==> config.mk <==
export PLATFORM = sky130hd
export DESIGN_NAME = i2c_master_byte_engine_top_flat
export DESIGN_NICKNAME = d
export VERILOG_FILES = /design/src/hw/rtl/i2cmbe_pkg.sv /design/src/hw/rtl/i2cmbe_cmd_if.sv /design/src/hw/rtl/i2cmbe_res_if.sv /design/src/hw/rtl/i2c_master_byte_engine_top.sv /design/src/flat_wrapper.sv
export VERILOG_INCLUDE_DIRS = /design/src /design/src/hw/rtl
export SDC_FILE = /design/constraint.sdc
export NUM_CORES = 1
export LEC_CHECK = 0
export BUFFER_PORTS_ARGS = -buffer_cell sky130_fd_sc_hd__buf_4
export CAP_MARGIN = 15
export CORE_ASPECT_RATIO = 1.5
export CORE_MARGIN = 4
export CORE_UTILIZATION = 35
export DETAILED_ROUTE_END_ITERATION = 6
export GPL_ROUTABILITY_DRIVEN = 0
export PLACE_DENSITY_LB_ADDON = 0.05
export SKIP_LAST_GASP = 1
export SLEW_MARGIN = 20
export SYNTH_ARGS = -nofsm -noshare
export SYNTH_HDL_FRONTEND = slang
export SYNTH_SLANG_ARGS = --single-unit
export TNS_END_PERCENT = 50
==> constraint.sdc <==
create_clock -name clk -period 4.49 [get_ports clk]
set_input_delay 0.449 -clock clk [delete_from_list [all_inputs] [get_ports clk]]
set_output_delay 0.449 -clock clk [all_outputs]
set_load 0.01 [all_outputs]
==> src/hw/rtl/i2c_master_byte_engine_top_macros.svh <==
// Assertion macros shared by the RTL of the I2C master byte engine.
// Depends on nothing; the including module must provide clk and rst_n.
`ifndef I2C_MASTER_BYTE_ENGINE_TOP_MACROS_SVH
`define I2C_MASTER_BYTE_ENGINE_TOP_MACROS_SVH
`ifndef ASSERT_OFF
`define MBE_ASSERT_IMPLIES(lbl, ante, cons, msg) \
    lbl: assert property (@(posedge clk) disable iff (!rst_n) (ante) |-> (cons)) \
        else $error(msg);
`define MBE_ASSERT_NEXT(lbl, ante, cons, msg) \
    lbl: assert property (@(posedge clk) disable iff (!rst_n) (ante) |=> (cons)) \
        else $error(msg);
`define MBE_ASSERT_ALWAYS(lbl, cond, msg) \
    lbl: assert property (@(posedge clk) disable iff (!rst_n) (cond)) \
        else $error(msg);
`else
`define MBE_ASSERT_IMPLIES(lbl, ante, cons, msg)
`define MBE_ASSERT_NEXT(lbl, ante, cons, msg)
`define MBE_ASSERT_ALWAYS(lbl, cond, msg)
`endif
`endif

==> src/hw/rtl/i2cmbe_pkg.sv <==
// Types and constants of the I2C master byte engine.
// Depends on nothing; used by the top level.
`default_nettype none
package i2cmbe_pkg;

    typedef enum logic [4:0]
    {
        OP_IDLE  = 5'b00001,
        OP_START = 5'b00010,
        OP_STOP  = 5'b00100,
        OP_WRITE = 5'b01000,
        OP_READ  = 5'b10000
    } op_state_t;

    localparam logic [1:0] OPC_START = 2'd0;
    localparam logic [1:0] OPC_STOP  = 2'd1;
    localparam logic [1:0] OPC_WRITE = 2'd2;
    localparam logic [1:0] OPC_READ  = 2'd3;

    localparam logic [1:0] PHASE_0 = 2'd0;
    localparam logic [1:0] PHASE_1 = 2'd1;
    localparam logic [1:0] PHASE_2 = 2'd2;
    localparam logic [1:0] PHASE_3 = 2'd3;

    localparam int QIDX_W = 6;
    localparam int TICK_W = 16;
    localparam logic [QIDX_W-1:0] SHORT_QUARTERS = 6'd4;
    localparam logic [QIDX_W-1:0] BYTE_QUARTERS  = 6'd36;
    localparam logic [TICK_W-1:0] QUARTER_PERIOD_RESET = 16'd6;

endpackage
`default_nettype wire

==> src/hw/rtl/i2cmbe_cmd_if.sv <==
// Command channel of the I2C master byte engine: valid, ready and one command word.
// Depends on nothing.
`default_nettype none
interface i2cmbe_cmd_if;
    logic       valid;
    logic       ready;
    logic       cmd_valid;
    logic [1:0] opcode;
    logic [7:0] tx_byte;
    logic       send_ack;
    logic       sda_in;

    modport source (output valid, cmd_valid, opcode, tx_byte, send_ack, sda_in, input ready);
    modport sink (input valid, cmd_valid, opcode, tx_byte, send_ack, sda_in, output ready);
endinterface
`default_nettype wire

==> src/hw/rtl/i2cmbe_res_if.sv <==
// Result channel of the I2C master byte engine: valid, ready and one result word.
// Depends on nothing.
`default_nettype none
interface i2cmbe_res_if;
    logic       valid;
    logic       ready;
    logic       scl_out;
    logic       sda_out;
    logic       busy_res;
    logic       done_res;
    logic [7:0] rx_byte;
    logic       ack_received;

    modport source (output valid, scl_out, sda_out, busy_res, done_res, rx_byte,
                    ack_received, input ready);
    modport sink (input valid, scl_out, sda_out, busy_res, done_res, rx_byte,
                  ack_received, output ready);
endinterface
`default_nettype wire

==> src/hw/rtl/i2c_master_byte_engine_top.sv <==
// I2C master byte engine: each accepted word is one base tick of the bus timing.
// The state registers double as the result register that feeds the result channel.
// Uses i2cmbe_pkg, i2cmbe_cmd_if, i2cmbe_res_if and the assertion macro header.
//
// Usage: every word on the cmd channel advances the engine by one base tick. The
// word carries cmd_valid, opcode, tx_byte and send_ack, which are looked at only
// while the engine is idle, and the sampled SDA level. For each accepted word the
// res channel delivers exactly one word with the SCL and SDA drive levels, busy,
// a one-tick done pulse, the last received byte and the last acknowledge flag.
// The result of a word accepted at one edge is registered and valid after that
// edge. Throughput is one word per cycle while res does not stall, set by the
// single registered pass through the quarter counter and line logic. A word is
// accepted whenever the result register is empty or its word is being taken in
// the same cycle, so a stall on res holds cmd ready low and the state frozen.
// quarter_period is written by cfg_we with cfg_wdata; zero counts as one tick per
// quarter. Reset returns to idle, both lines released and quarter_period at six.
`default_nettype none
`include "i2c_master_byte_engine_top_macros.svh"
module i2c_master_byte_engine_top
    import i2cmbe_pkg::*;
(
    input  wire logic              clk,
    input  wire logic              rst_n,
    i2cmbe_cmd_if.sink             cmd,
    i2cmbe_res_if.source           res,
    input  wire logic              cfg_we,
    input  wire logic [TICK_W-1:0] cfg_wdata
);

    logic [TICK_W-1:0] quarter_period_reg;
    op_state_t         active_op_reg, active_op_next;
    logic [QIDX_W-1:0] quarter_index_reg, quarter_index_next;
    logic [TICK_W-1:0] tick_count_reg, tick_count_next;
    logic [7:0]        shift_byte_reg, shift_byte_next;
    logic              ack_choice_reg, ack_choice_next;
    logic              scl_level_reg, scl_level_next;
    logic              sda_level_reg, sda_level_next;
    logic              ack_flag_reg, ack_flag_next;
    logic [7:0]        rx_hold_reg, rx_hold_next;
    logic              done_reg, done_next;
    logic              out_valid_reg, out_valid_next;

    logic              accept;
    logic              enter;
    logic [TICK_W-1:0] period;
    logic [TICK_W-1:0] tick_inc;
    logic [QIDX_W-1:0] quarter_inc;
    logic [QIDX_W-1:0] op_len;
    logic [1:0]        phase;
    logic [2:0]        bit_sel;
    logic              data_slot;

    assign cmd.ready = !out_valid_reg || res.ready;
    assign accept    = cmd.valid && cmd.ready;

    assign period      = (quarter_period_reg == '0) ? TICK_W'(1) : quarter_period_reg;
    assign tick_inc    = tick_count_reg + TICK_W'(1);
    assign quarter_inc = quarter_index_reg + QIDX_W'(1);
    assign op_len      = (active_op_reg == OP_START || active_op_reg == OP_STOP)
                         ? SHORT_QUARTERS : BYTE_QUARTERS;

    assign phase     = quarter_index_next[1:0];
    assign bit_sel   = quarter_index_next[4:2];
    assign data_slot = !quarter_index_next[5];

    always_comb
    begin
        active_op_next     = active_op_reg;
        quarter_index_next = quarter_index_reg;
        tick_count_next    = tick_count_reg;
        shift_byte_next    = shift_byte_reg;
        ack_choice_next    = ack_choice_reg;
        rx_hold_next       = rx_hold_reg;
        done_next          = done_reg;
        enter              = 1'b0;
        if (accept)
        begin
            done_next = 1'b0;
            if (active_op_reg == OP_IDLE)
            begin
                if (cmd.cmd_valid)
                begin
                    quarter_index_next = '0;
                    tick_count_next    = '0;
                    enter              = 1'b1;
                    case (cmd.opcode)
                        OPC_START: active_op_next = OP_START;
                        OPC_STOP:  active_op_next = OP_STOP;
                        OPC_WRITE:
                        begin
                            active_op_next  = OP_WRITE;
                            shift_byte_next = cmd.tx_byte;
                        end
                        OPC_READ:
                        begin
                            active_op_next  = OP_READ;
                            shift_byte_next = '0;
                            ack_choice_next = cmd.send_ack;
                        end
                        default: active_op_next = OP_IDLE;
                    endcase
                end
            end
            else if (tick_inc >= period)
            begin
                tick_count_next = '0;
                if (quarter_inc >= op_len)
                begin
                    if (active_op_reg == OP_READ)
                    begin
                        rx_hold_next = shift_byte_reg;
                    end
                    active_op_next     = OP_IDLE;
                    quarter_index_next = '0;
                    done_next          = 1'b1;
                end
                else
                begin
                    quarter_index_next = quarter_inc;
                    enter              = 1'b1;
                end
            end
            else
            begin
                tick_count_next = tick_inc;
            end
        end
    end

    always_comb
    begin
        scl_level_next = scl_level_reg;
        sda_level_next = sda_level_reg;
        ack_flag_next  = ack_flag_reg;
        if (enter)
        begin
            case (active_op_next)
                OP_START:
                begin
                    case (phase)
                        PHASE_0: sda_level_next = 1'b1;
                        PHASE_1: scl_level_next = 1'b1;
                        PHASE_2: sda_level_next = 1'b0;
                        default: scl_level_next = 1'b0;
                    endcase
                end
                OP_STOP:
                begin
                    case (phase)
                        PHASE_0: scl_level_next = 1'b0;
                        PHASE_1: sda_level_next = 1'b0;
                        PHASE_2: scl_level_next = 1'b1;
                        default: sda_level_next = 1'b1;
                    endcase
                end
                OP_WRITE:
                begin
                    case (phase)
                        PHASE_0:
                        begin
                            if (!data_slot)
                            begin
                                sda_level_next = 1'b1;
                            end
                        end
                        PHASE_1:
                        begin
                            if (data_slot)
                            begin
                                sda_level_next = shift_byte_next[3'd7 - bit_sel];
                            end
                            else
                            begin
                                scl_level_next = 1'b1;
                            end
                        end
                        PHASE_2:
                        begin
                            if (data_slot)
                            begin
                                scl_level_next = 1'b1;
                            end
                        end
                        default:
                        begin
                            if (!data_slot)
                            begin
                                ack_flag_next = !cmd.sda_in;
                            end
                            scl_level_next = 1'b0;
                        end
                    endcase
                end
                OP_READ:
                begin
                    case (phase)
                        PHASE_0:
                        begin
                            if (data_slot)
                            begin
                                sda_level_next = 1'b1;
                            end
                        end
                        PHASE_1:
                        begin
                            if (data_slot)
                            begin
                                scl_level_next = 1'b1;
                            end
                            else
                            begin
                                sda_level_next = !ack_choice_next;
                            end
                        end
                        PHASE_2:
                        begin
                            if (!data_slot)
                            begin
                                scl_level_next = 1'b1;
                            end
                        end
                        default:
                        begin
                            scl_level_next = 1'b0;
                        end
                    endcase
                end
                default:
                begin
                    scl_level_next = scl_level_reg;
                end
            endcase
        end
    end

    // The read shift happens in the last quarter of each data bit.
    logic [7:0] shift_byte_final;
    always_comb
    begin
        shift_byte_final = shift_byte_next;
        if (enter && active_op_next == OP_READ && data_slot && phase == PHASE_3)
        begin
            shift_byte_final = {shift_byte_next[6:0], cmd.sda_in};
        end
    end

    always_comb
    begin
        out_valid_next = out_valid_reg;
        if (accept)
        begin
            out_valid_next = 1'b1;
        end
        else if (res.ready)
        begin
            out_valid_next = 1'b0;
        end
    end

    always_ff @(posedge clk or negedge rst_n)
    begin
        if (!rst_n)
        begin
            quarter_period_reg <= QUARTER_PERIOD_RESET;
            active_op_reg      <= OP_IDLE;
            quarter_index_reg  <= '0;
            tick_count_reg     <= '0;
            shift_byte_reg     <= '0;
            ack_choice_reg     <= 1'b0;
            scl_level_reg      <= 1'b1;
            sda_level_reg      <= 1'b1;
            ack_flag_reg       <= 1'b0;
            rx_hold_reg        <= '0;
            done_reg           <= 1'b0;
            out_valid_reg      <= 1'b0;
        end
        else
        begin
            if (cfg_we)
            begin
                quarter_period_reg <= cfg_wdata;
            end
            active_op_reg     <= active_op_next;
            quarter_index_reg <= quarter_index_next;
            tick_count_reg    <= tick_count_next;
            shift_byte_reg    <= shift_byte_final;
            ack_choice_reg    <= ack_choice_next;
            scl_level_reg     <= scl_level_next;
            sda_level_reg     <= sda_level_next;
            ack_flag_reg      <= ack_flag_next;
            rx_hold_reg       <= rx_hold_next;
            done_reg          <= done_next;
            out_valid_reg     <= out_valid_next;
        end
    end

    assign res.valid        = out_valid_reg;
    assign res.scl_out      = scl_level_reg;
    assign res.sda_out      = sda_level_reg;
    assign res.busy_res     = (active_op_reg != OP_IDLE);
    assign res.done_res     = done_reg;
    assign res.rx_byte      = rx_hold_reg;
    assign res.ack_received = ack_flag_reg;

    `MBE_ASSERT_ALWAYS(a_op_onehot, $onehot(active_op_reg), "Engine state is not one-hot.")
    `MBE_ASSERT_IMPLIES(a_done_idle, done_reg, active_op_reg == OP_IDLE,
                        "Completion pulse while a command is still active.")
    `MBE_ASSERT_IMPLIES(a_short_len,
                        active_op_reg == OP_START || active_op_reg == OP_STOP,
                        quarter_index_reg < SHORT_QUARTERS,
                        "Start or stop ran past its fourth quarter.")
    `MBE_ASSERT_ALWAYS(a_byte_len, quarter_index_reg < BYTE_QUARTERS,
                       "Quarter index ran past the end of a byte command.")
    `MBE_ASSERT_NEXT(a_idle_stays, accept && active_op_reg == OP_IDLE && !cmd.cmd_valid,
                     active_op_reg == OP_IDLE && !done_reg,
                     "Engine left idle without a command.")

endmodule
`default_nettype wire
==> src/flat_wrapper.sv <==
// flat-port wrapper written by rule: the top's interface ports become plain ports
module i2c_master_byte_engine_top_flat import i2cmbe_pkg::*;
  (clk, rst_n, cfg_we, cfg_wdata, cmd_valid, cmd_cmd_valid, cmd_opcode, cmd_tx_byte, cmd_send_ack, cmd_sda_in, cmd_ready, res_valid, res_scl_out, res_sda_out, res_busy_res, res_done_res, res_rx_byte, res_ack_received, res_ready);
  i2cmbe_cmd_if cmd_i ();
  i2cmbe_res_if res_i ();
  input  wire logic clk;
  input  wire logic rst_n;
  input  wire logic cfg_we;
  input  wire logic [TICK_W-1:0] cfg_wdata;
  input wire logic [$bits(cmd_i.valid)-1:0] cmd_valid;
  input wire logic [$bits(cmd_i.cmd_valid)-1:0] cmd_cmd_valid;
  input wire logic [$bits(cmd_i.opcode)-1:0] cmd_opcode;
  input wire logic [$bits(cmd_i.tx_byte)-1:0] cmd_tx_byte;
  input wire logic [$bits(cmd_i.send_ack)-1:0] cmd_send_ack;
  input wire logic [$bits(cmd_i.sda_in)-1:0] cmd_sda_in;
  output wire logic [$bits(cmd_i.ready)-1:0] cmd_ready;
  output wire logic [$bits(res_i.valid)-1:0] res_valid;
  output wire logic [$bits(res_i.scl_out)-1:0] res_scl_out;
  output wire logic [$bits(res_i.sda_out)-1:0] res_sda_out;
  output wire logic [$bits(res_i.busy_res)-1:0] res_busy_res;
  output wire logic [$bits(res_i.done_res)-1:0] res_done_res;
  output wire logic [$bits(res_i.rx_byte)-1:0] res_rx_byte;
  output wire logic [$bits(res_i.ack_received)-1:0] res_ack_received;
  input wire logic [$bits(res_i.ready)-1:0] res_ready;
  assign cmd_i.valid = cmd_valid;
  assign cmd_i.cmd_valid = cmd_cmd_valid;
  assign cmd_i.opcode = cmd_opcode;
  assign cmd_i.tx_byte = cmd_tx_byte;
  assign cmd_i.send_ack = cmd_send_ack;
  assign cmd_i.sda_in = cmd_sda_in;
  assign cmd_ready = cmd_i.ready;
  assign res_valid = res_i.valid;
  assign res_scl_out = res_i.scl_out;
  assign res_sda_out = res_i.sda_out;
  assign res_busy_res = res_i.busy_res;
  assign res_done_res = res_i.done_res;
  assign res_rx_byte = res_i.rx_byte;
  assign res_ack_received = res_i.ack_received;
  assign res_i.ready = res_ready;
  i2c_master_byte_engine_top u_core (.clk(clk), .rst_n(rst_n), .cmd(cmd_i), .res(res_i), .cfg_we(cfg_we), .cfg_wdata(cfg_wdata));
endmodule
==> results by group, run 1 <==
Flow run
  – Number of max-cap violations: 0

Final layout
  – Fillers: roughly 1.1k
  – Diode count: 0
  – Nets@finish: between 500 and 600
  – Footprint of the multi-input gates: between 2000 and 2500 sq um
  – Post-route insts no fill: around 620
  – Share of cells above drive strength 1: 0.255
  – Sequential cell area: roughly 1600 sq um
  – Area Growth Syn to Fin: 24.8%

Detailed routing
  – DRT iter0 DRCs: between 60 and 70
  – First-pass detailed-route iteration total: 4
  – Wire per inst: about 16 um
  – DRC violations left: 0
  – DR vias: 3,189
  – Via/cell ratio: 5.14
  – Post-route ant nets: 0
  – Drt total wl: 9.93 mm

Worst setup path
  – Endpoint arrival time on the critical path: ~4400 ps
  – Critical path class: reg2reg
  – Required @ worst endpoint: approximately 4800 ps
  – Worst path slowest cell: dfrtp_1
  – CP Launch Type: flip-flop
  – Largest stage delay, worst path: roughly 440 ps
  – Cell Chain, Critical Path: and3_1 -> and3_1 -> and2_4 -> nand4_1 -> xnor2_2 -> ha_1 -> a211oi_1 -> nor2_1 -> nor4_2 -> o21a_1 -> a21o_4 -> o2bb2ai_4 -> inv_1 -> ha_1 -> nor2_2 -> nor3_1 -> o311ai_1 -> mux2_2
  – Worst Path Max Fanout: 6
  – CP Capture Type: flip-flop

Hold path
  – Hold crit path type: in2async

Synth
  – Area leader, netlist: dfrtp_1
  – Synth Instances: around 410
  – Synth Register Bits: 65
  – Sequential area share after synthesis: 0.417
  – Top_reg_cell synth: dfrtp_1
  – Mapped Area: between 3000 and 4000 sq um
  – Largest cells by area after synthesis: dfrtp_1 (38%), ha_1 (7.7%), o21ai_0 (4.5%)
  – Ys Warns: 0
  – Post-synth ARST share: 1.00
  – Syn avg cell area: 9.58 sq um
  – Top-area cell type share of the netlist area: 0.383
  – EDFF count, synth: 0
  – Yosys cell types: 60
  – Net Count, Synth: roughly 470

CTS
  – Clock latency on the worst-skew pair: between 300 and 400 ps
  – Clock Tree Buf Depth: 2
  – CTS tree: built
  – Hold buffers post-CTS: 0
  – H-tree Lvls: 3
  – Num CTS Buffers: 9
  – Total clock sinks: 65
  – Root Buffer: clkbuf_16
  – Clock-pin slew on the worst setup and hold paths: 60 ps

Placement
  – Number of cells after detailed placement: roughly 600
  – IO Port Bufs: 48
  – DP HPWL: ~7.3 mm

Timing
  – RSZ-0062 raised after global routing: no
  – Max Freq: between 0.2 and 0.25 GHz
  – Max Transition Viols Final: 0
  – Slew margin rel.: 0.430
  – Final hold violations: 0
  – Fin crit share: 0.917
  – Worst clock skew: 7.67 ps
  – Worst slew pin tran: 856 ps
  – Final min period: a little over 4000 ps
  – Final Setup Violations: 0
  – Setup TNS: 0 ps

Global routing
  – Overflow after GRT: 0
  – All-Layer GR Usage: 0.165
  – First-pass GRT wire length: 16.4 mm
  – Antenna violations before repair: 0
  – Largest net degree at the start of global routing: 66
  – Vias in the first global route: about 3.4k

Die
  – Starting Density: 0.356
  – Die area: around 13,000 sq um
  – Die X: between 90 and 100 um
  – Core area: ~11,000 sq um
  – Ports: roughly 50
  – Die Y: around 140 um
  – # rows: 47

Power and ir drop
  – Total power: 1.60 mW
  – P per Cell Area: between 300 and 400 nW/um^2
  – Worst vdd ir: 0.000214 V
  – Leak: 2.32 nW

Status
  – Outcome: completed
## synthesized netlist by cell type, types with 2 or more instances
cell type,instances
inv_2,3
nor2_1,27
dfstp_2,5
nor4_1,4
o211a_1,2
a211oi_1,3
a21boi_0,2
o21a_1,3
nor3b_1,6
a21oi_1,17
nand3_1,18
clkbuf_1,9
nand4_1,4
nand2_1,40
o21ai_0,35
o22ai_1,3
o31ai_1,4
and2_1,6
a22o_1,10
nor3_1,9
o211ai_1,2
dfrtp_1,60
ha_1,24
xor2_1,4
a21o_1,3
nand3b_1,2
inv_1,27
and3_1,5
nor2b_1,3
a31oi_1,2
mux2_2,12
xnor2_1,15
nand2b_1,2
mux2i_1,12
## repair_timing
item,CTS,global route
resized for setup,0,16
endpoints found under the setup margin,0,11
setup buffers,0,1
## per-stage QoR
stage | hold slack (ps) | util | setup WS (ps) | instance area [sq um]
5_1_grt | 296 | 0.444 | 9.69 | 4890
3_3_place_gp | 490 | 0.409 | 255 | 4490
3_5_place_dp | 490 | 0.409 | 169 | 4490
2_1_floorplan | 153 | - | 326 | 3920
6_report | 215 | 0.444 | 371 | 4890
4_1_cts | 256 | 0.438 | 119 | 4810
## report_power, final
part	internal [mW]	total [mW]	switching, mW
combinational	0.0863	0.191	0.104
sequential	0.618	0.646	0.0280
clock	0.486	0.765	0.280
total	1.19	1.60	0.412
## cell type report
cell class | instances | share of cell area
Inverter | 30 | 0.0230
Sequential cell | 65 | 0.335
Multi-Input combinational cell | 303 | 0.447
Clock inverter | 7 | 0.0192
Clock buffer | 9 | 0.0461
Timing Repair Buffer | 60 | 0.0922
Tap cell | 147 | 0.0376
## worst paths after layout
kind                                       endpoint                     start  depth (start not counted)  slack, ps
setup / recovery                 u_core.res.sda_out  u_core.tick_count_reg[6]                         18        370
hold / removal                     u_core.res.valid                     rst_n                          1        210
setup reg to reg                 u_core.res.sda_out  u_core.tick_count_reg[6]                         18        370
hold reg to reg               u_core.res.rx_byte[6]  u_core.shift_byte_reg[6]                          1        500
max in group asynchronous  u_core.tick_count_reg[0]                     rst_n                          1       3660
min in group clk                   u_core.res.valid                 cmd_valid                          2        300
## cells in the final DEF (no fill, tap or decap), types with 3 or more instances in the layout
| cell | netlist | routed |
|---|---|---|
| a21oi_1 | 17 | 17 |
| a22o_1 | 10 | 10 |
| and2_1 | 6 | 5 |
| and3_1 | 5 | 5 |
| buf_4 | 0 | 60 |
| clkbuf_16 | 0 | 9 |
| dfrtp_1 | 60 | 58 |
| dfstp_2 | 5 | 5 |
| ha_1 | 24 | 22 |
| inv_1 | 27 | 27 |
| inv_2 | 3 | 3 |
| mux2_2 | 12 | 12 |
| mux2i_1 | 12 | 12 |
| nand2_1 | 40 | 40 |
| nand3_1 | 18 | 18 |
| nand4_1 | 4 | 4 |
| nor2_1 | 27 | 25 |
| nor2b_1 | 3 | 3 |
| nor3_1 | 9 | 9 |
| nor3b_1 | 6 | 6 |
| nor4_1 | 4 | 4 |
| o21a_1 | 3 | 3 |
| o21ai_0 | 35 | 33 |
| o22ai_1 | 3 | 3 |
| o31ai_1 | 4 | 4 |
| xnor2_1 | 15 | 14 |
| xor2_1 | 4 | 4 |
## cells by family after synthesis
kind of cell | synth area share
adder cells (fa/ha/maj) | 0.0767
AO/OA/AOI/OAI | 0.180
buffers and inverters | 0.0415
flip-flops | 0.417
multiplexers | 0.0652
AND/OR/NAND/NOR | 0.177
XOR/XNOR | 0.0425
## layer usage
layer,track usage,wire length (um)
met3,0.0404,360
met4,0.0707,261
met5,0,0
met1,0.189,4210
met2,0.289,5100
## critical path, delay by kind of cell (launching register included)
kind / cells / cell delay, ps
and+or+nand+nor: 8 / 1350
AOI/OAI and AO/OA: 5 / 1010
adders and majority gates: 2 / 580
DFF: 1 / 440
muxes: 1 / 370
xor gates and xnor gates: 1 / 180
buffers and inverters: 1 / 90
(Power assumes the default switching activity.)
==> run 2, diff against run 1 <==
ABC_AREA = 1   (was unset)
RECOVER_POWER = 25   (was unset)
==> results by group, run 2 <==
Die
  – Ports: 49
  – Core area: approximately 12,000 sq um
  – Starting Density: 0.357
  – # rows: 48
  – Die Y: 141 um
  – Die area: ~14,000 sq um
  – Die X: 96.5 um

Status
  – Violated checks: max-capacitance violations, max-slew violations
  – Outcome: finished with violations

Worst setup path
  – Reg2reg start: u_core.tick_count_reg[0]
  – Endpoint arrival time on the critical path: around 4200 ps
  – Setup slack, reg-to-reg: 530 ps
  – Crit path capture: u_core.shift_byte_reg[1]
  – Required @ worst endpoint: 4700 ps
  – Cells on worst reg2reg path: 22
  – CP Launch Point: u_core.tick_count_reg[0]
  – Worst Path Max Fanout: 11
  – CP Launch Type: flip-flop
  – R2r endpoint: u_core.shift_byte_reg[1]
  – CP Capture Type: flip-flop
  – Critical path class: reg2reg

Final layout
  – Diode count: 0
  – Share of cells above drive strength 1: 0.199
  – Layout Utilization: 0.437
  – Commonest non-fill, non-tap cells in the layout: nand2_1 (130), inv_1 (94), dfrtp_1 (60)
  – Post-route insts no fill: around 740
  – Area Growth Syn to Fin: 22.5%
  – Nets@finish: ~640
  – Fillers: between 1k and 1.5k
  – Commonest non-fill, non-tap cell in the layout: nand2_1

Global routing
  – Overflow after GRT: 0
  – Antenna violations before repair: 0
  – All-Layer GR Usage: 0.155
  – Largest net degree at the start of global routing: 66
  – Vias in the first global route: 3,428
  – First-pass GRT wire length: about 16 mm

CTS
  – Total clock sinks: 65
  – Num CTS Buffers: 9
  – CTS tree: built
  – Clock-pin slew on the worst setup and hold paths: 60 ps
  – Root Buffer: clkbuf_16
  – H-tree Lvls: 3
  – Clock latency on the worst-skew pair: about 330 ps
  – Clock Tree Buf Depth: 2

Synth
  – Sequential area share after synthesis: 0.397
  – Top_reg_cell synth: dfrtp_1
  – Synth Register Bits: between 60 and 70
  – Syn avg cell area: between 7 and 8 sq um
  – Net Count, Synth: ~600
  – Largest cells by area after synthesis: dfrtp_1 (36%), nand2_1 (12%), inv_1 (8.6%)
  – EDFF count, synth: 0
  – Yosys cell types: 38
  – Ys Warns: 0
  – Top-area cell type share of the netlist area: 0.365
  – Mapped Area: between 4000 and 5000 sq um
  – Post-synth ARST share: 1.00
  – Top-count cell post-synth: nand2_1
  – Area leader, netlist: dfrtp_1
  – Synth Instances: 526
  – Commonest cells in the netlist: nand2_1 (129), inv_1 (94), dfrtp_1 (60)

Detailed routing
  – First-pass detailed-route iteration total: 4
  – DRC violations left: 0
  – DRT iter0 DRCs: 85
  – Post-route ant nets: 0
  – DR vias: 3,537
  – Via/cell ratio: ~4.8
  – Wire per inst: around 14 um
  – Drt total wl: approximately 10 mm

Hold path
  – Hold crit path type: in2reg
  – Hold Path Origin: cfg_wdata[4]
  – Hold path cells: 3

Power and ir drop
  – Combinational share of power: 0.349
  – Leak: 2.66 nW
  – Clk pwr share: 0.325
  – Sw Share: 0.351
  – Total power: approximately 2.3 mW
  – Pint: ~1.5 mW
  – P per Cell Area: 465 nW/um^2
  – Reg power frac: 0.326
  – Psw: ~800 uW
  – Worst vdd ir: roughly 0.00025 V

Timing
  – Worst slew pin tran: 3680 ps
  – Final hold violations: 0
  – Final hold slack: 326 ps
  – Worst clock skew: between 7 and 8 ps
  – RSZ-0062 raised after global routing: no
  – Max Transition Viols Final: 66
  – Final min period: between 3000 and 4000 ps
  – Slew margin rel.: -1.46
  – Final Setup Violations: 0
  – Fin crit share: 0.883
  – Max Freq: around 0.25 GHz
  – Setup TNS: 0 ps

Placement
  – DP HPWL: 7.87 mm
  – IO Port Bufs: 48
  – Number of cells after detailed placement: between 700 and 800

Flow run
  – Number of max-cap violations: 1
run 2: cell count changes after synthesis, sizes merged, moves of 12 or more:
| cell | delta |
|---|---|
| inv | +69 |
| nand4 | +12 |
| xnor2 | -13 |
| nand3 | +16 |
| o21ai | +17 |
| nand2 | +100 |
run 2: worst min path at each step:
stage	end	slack, ps
after global routing	u_core.quarter_period_reg[5]	320
after CTS	u_core.tick_count_reg[14]	280
after floorplan	u_core.ack_choice_reg	150
final	u_core.quarter_period_reg[4]	330
after global placement	u_core.res.sda_out	460
after detailed placement	u_core.res.sda_out	460
run 2: final cells by class:
type | instances | area (sq um) | area share
sequential | 65 | 1630 | 0.324
clock buffer | 10 | 239 | 0.0474
timing repair buffer | 53 | 390 | 0.0774
multi-input combinational | 355 | 2130 | 0.422
inverter | 99 | 374 | 0.0742
tap | 150 | 188 | 0.0372
clock inverter | 6 | 91.3 | 0.0181
run 2: logic make-up (layout without fill, tap and decap cells):
| kind of cell | after synthesis | count (layout) | synth area share |
|---|---|---|---|
| xor gates and xnor gates | 17 | 17 | 0.0362 |
| and+or+nand+nor | 230 | 230 | 0.269 |
| AOI/OAI and AO/OA | 78 | 78 | 0.106 |
| DFF | 65 | 65 | 0.397 |
| muxes | 6 | 6 | 0.0198 |
| buffers and inverters | 106 | 168 | 0.0991 |
| adders and majority gates | 24 | 24 | 0.0730 |
run 2: per-stage QoR:
stage | setup slack [ps] | cell area (sq um)
detailed placement | 178 | 4660
global route | 25.4 | 5040
floorplan | 713 | 4120
global placement | 264 | 4660
CTS | 170 | 4990
finish | 527 | 5040
run 2: power groups by stage:
stage | logic (mW) | clock network [mW] | registers, mW
2_1_floorplan | 0.588 | 0 | 0.764
3_3_place_gp | 0.790 | 0 | 0.772
3_5_place_dp | 0.799 | 0 | 0.775
4_1_cts | 0.803 | 0.787 | 0.766
5_1_grt | 0.935 | 0.809 | 0.778
6_report | 0.818 | 0.764 | 0.765
run 2: metal layers:
layer / vias to the layer above / wire length (um) / GRT usage
met5: - / 0 / 0
met4: 0 / 291 / 0.0710
met3: 16 / 267 / 0.0246
met2: 59 / 5790 / 0.295
met1: 1660 / 3780 / 0.160
li1: 1802 / - / -
run 2: what timing repair did:
item / 4_1_cts / 5_1_grt
resized for setup: 0 / 11
hold buffers: 0 / 0
setup buffers: 0 / 1
endpoints found under the setup margin: 0 / 10
run 2: critical path: stages (launching register included):
cell and delay, ps:
dfrtp_1 380, ha_1 190, nand2_1 60, nor2_1 160
nand3_1 140, nor2_1 110, nand2_1 120, nor3_4 190
nand4_1 160, xor2_2 210, ha_1 290, nand2_1 80
nor3_1 190, nand2_1 100, nand3_1 90, nand2_1 130
o21ai_0 260, inv_1 140, ha_1 190, nand2_1 70
inv_1 70, nand3_4 170, mux2_2 350
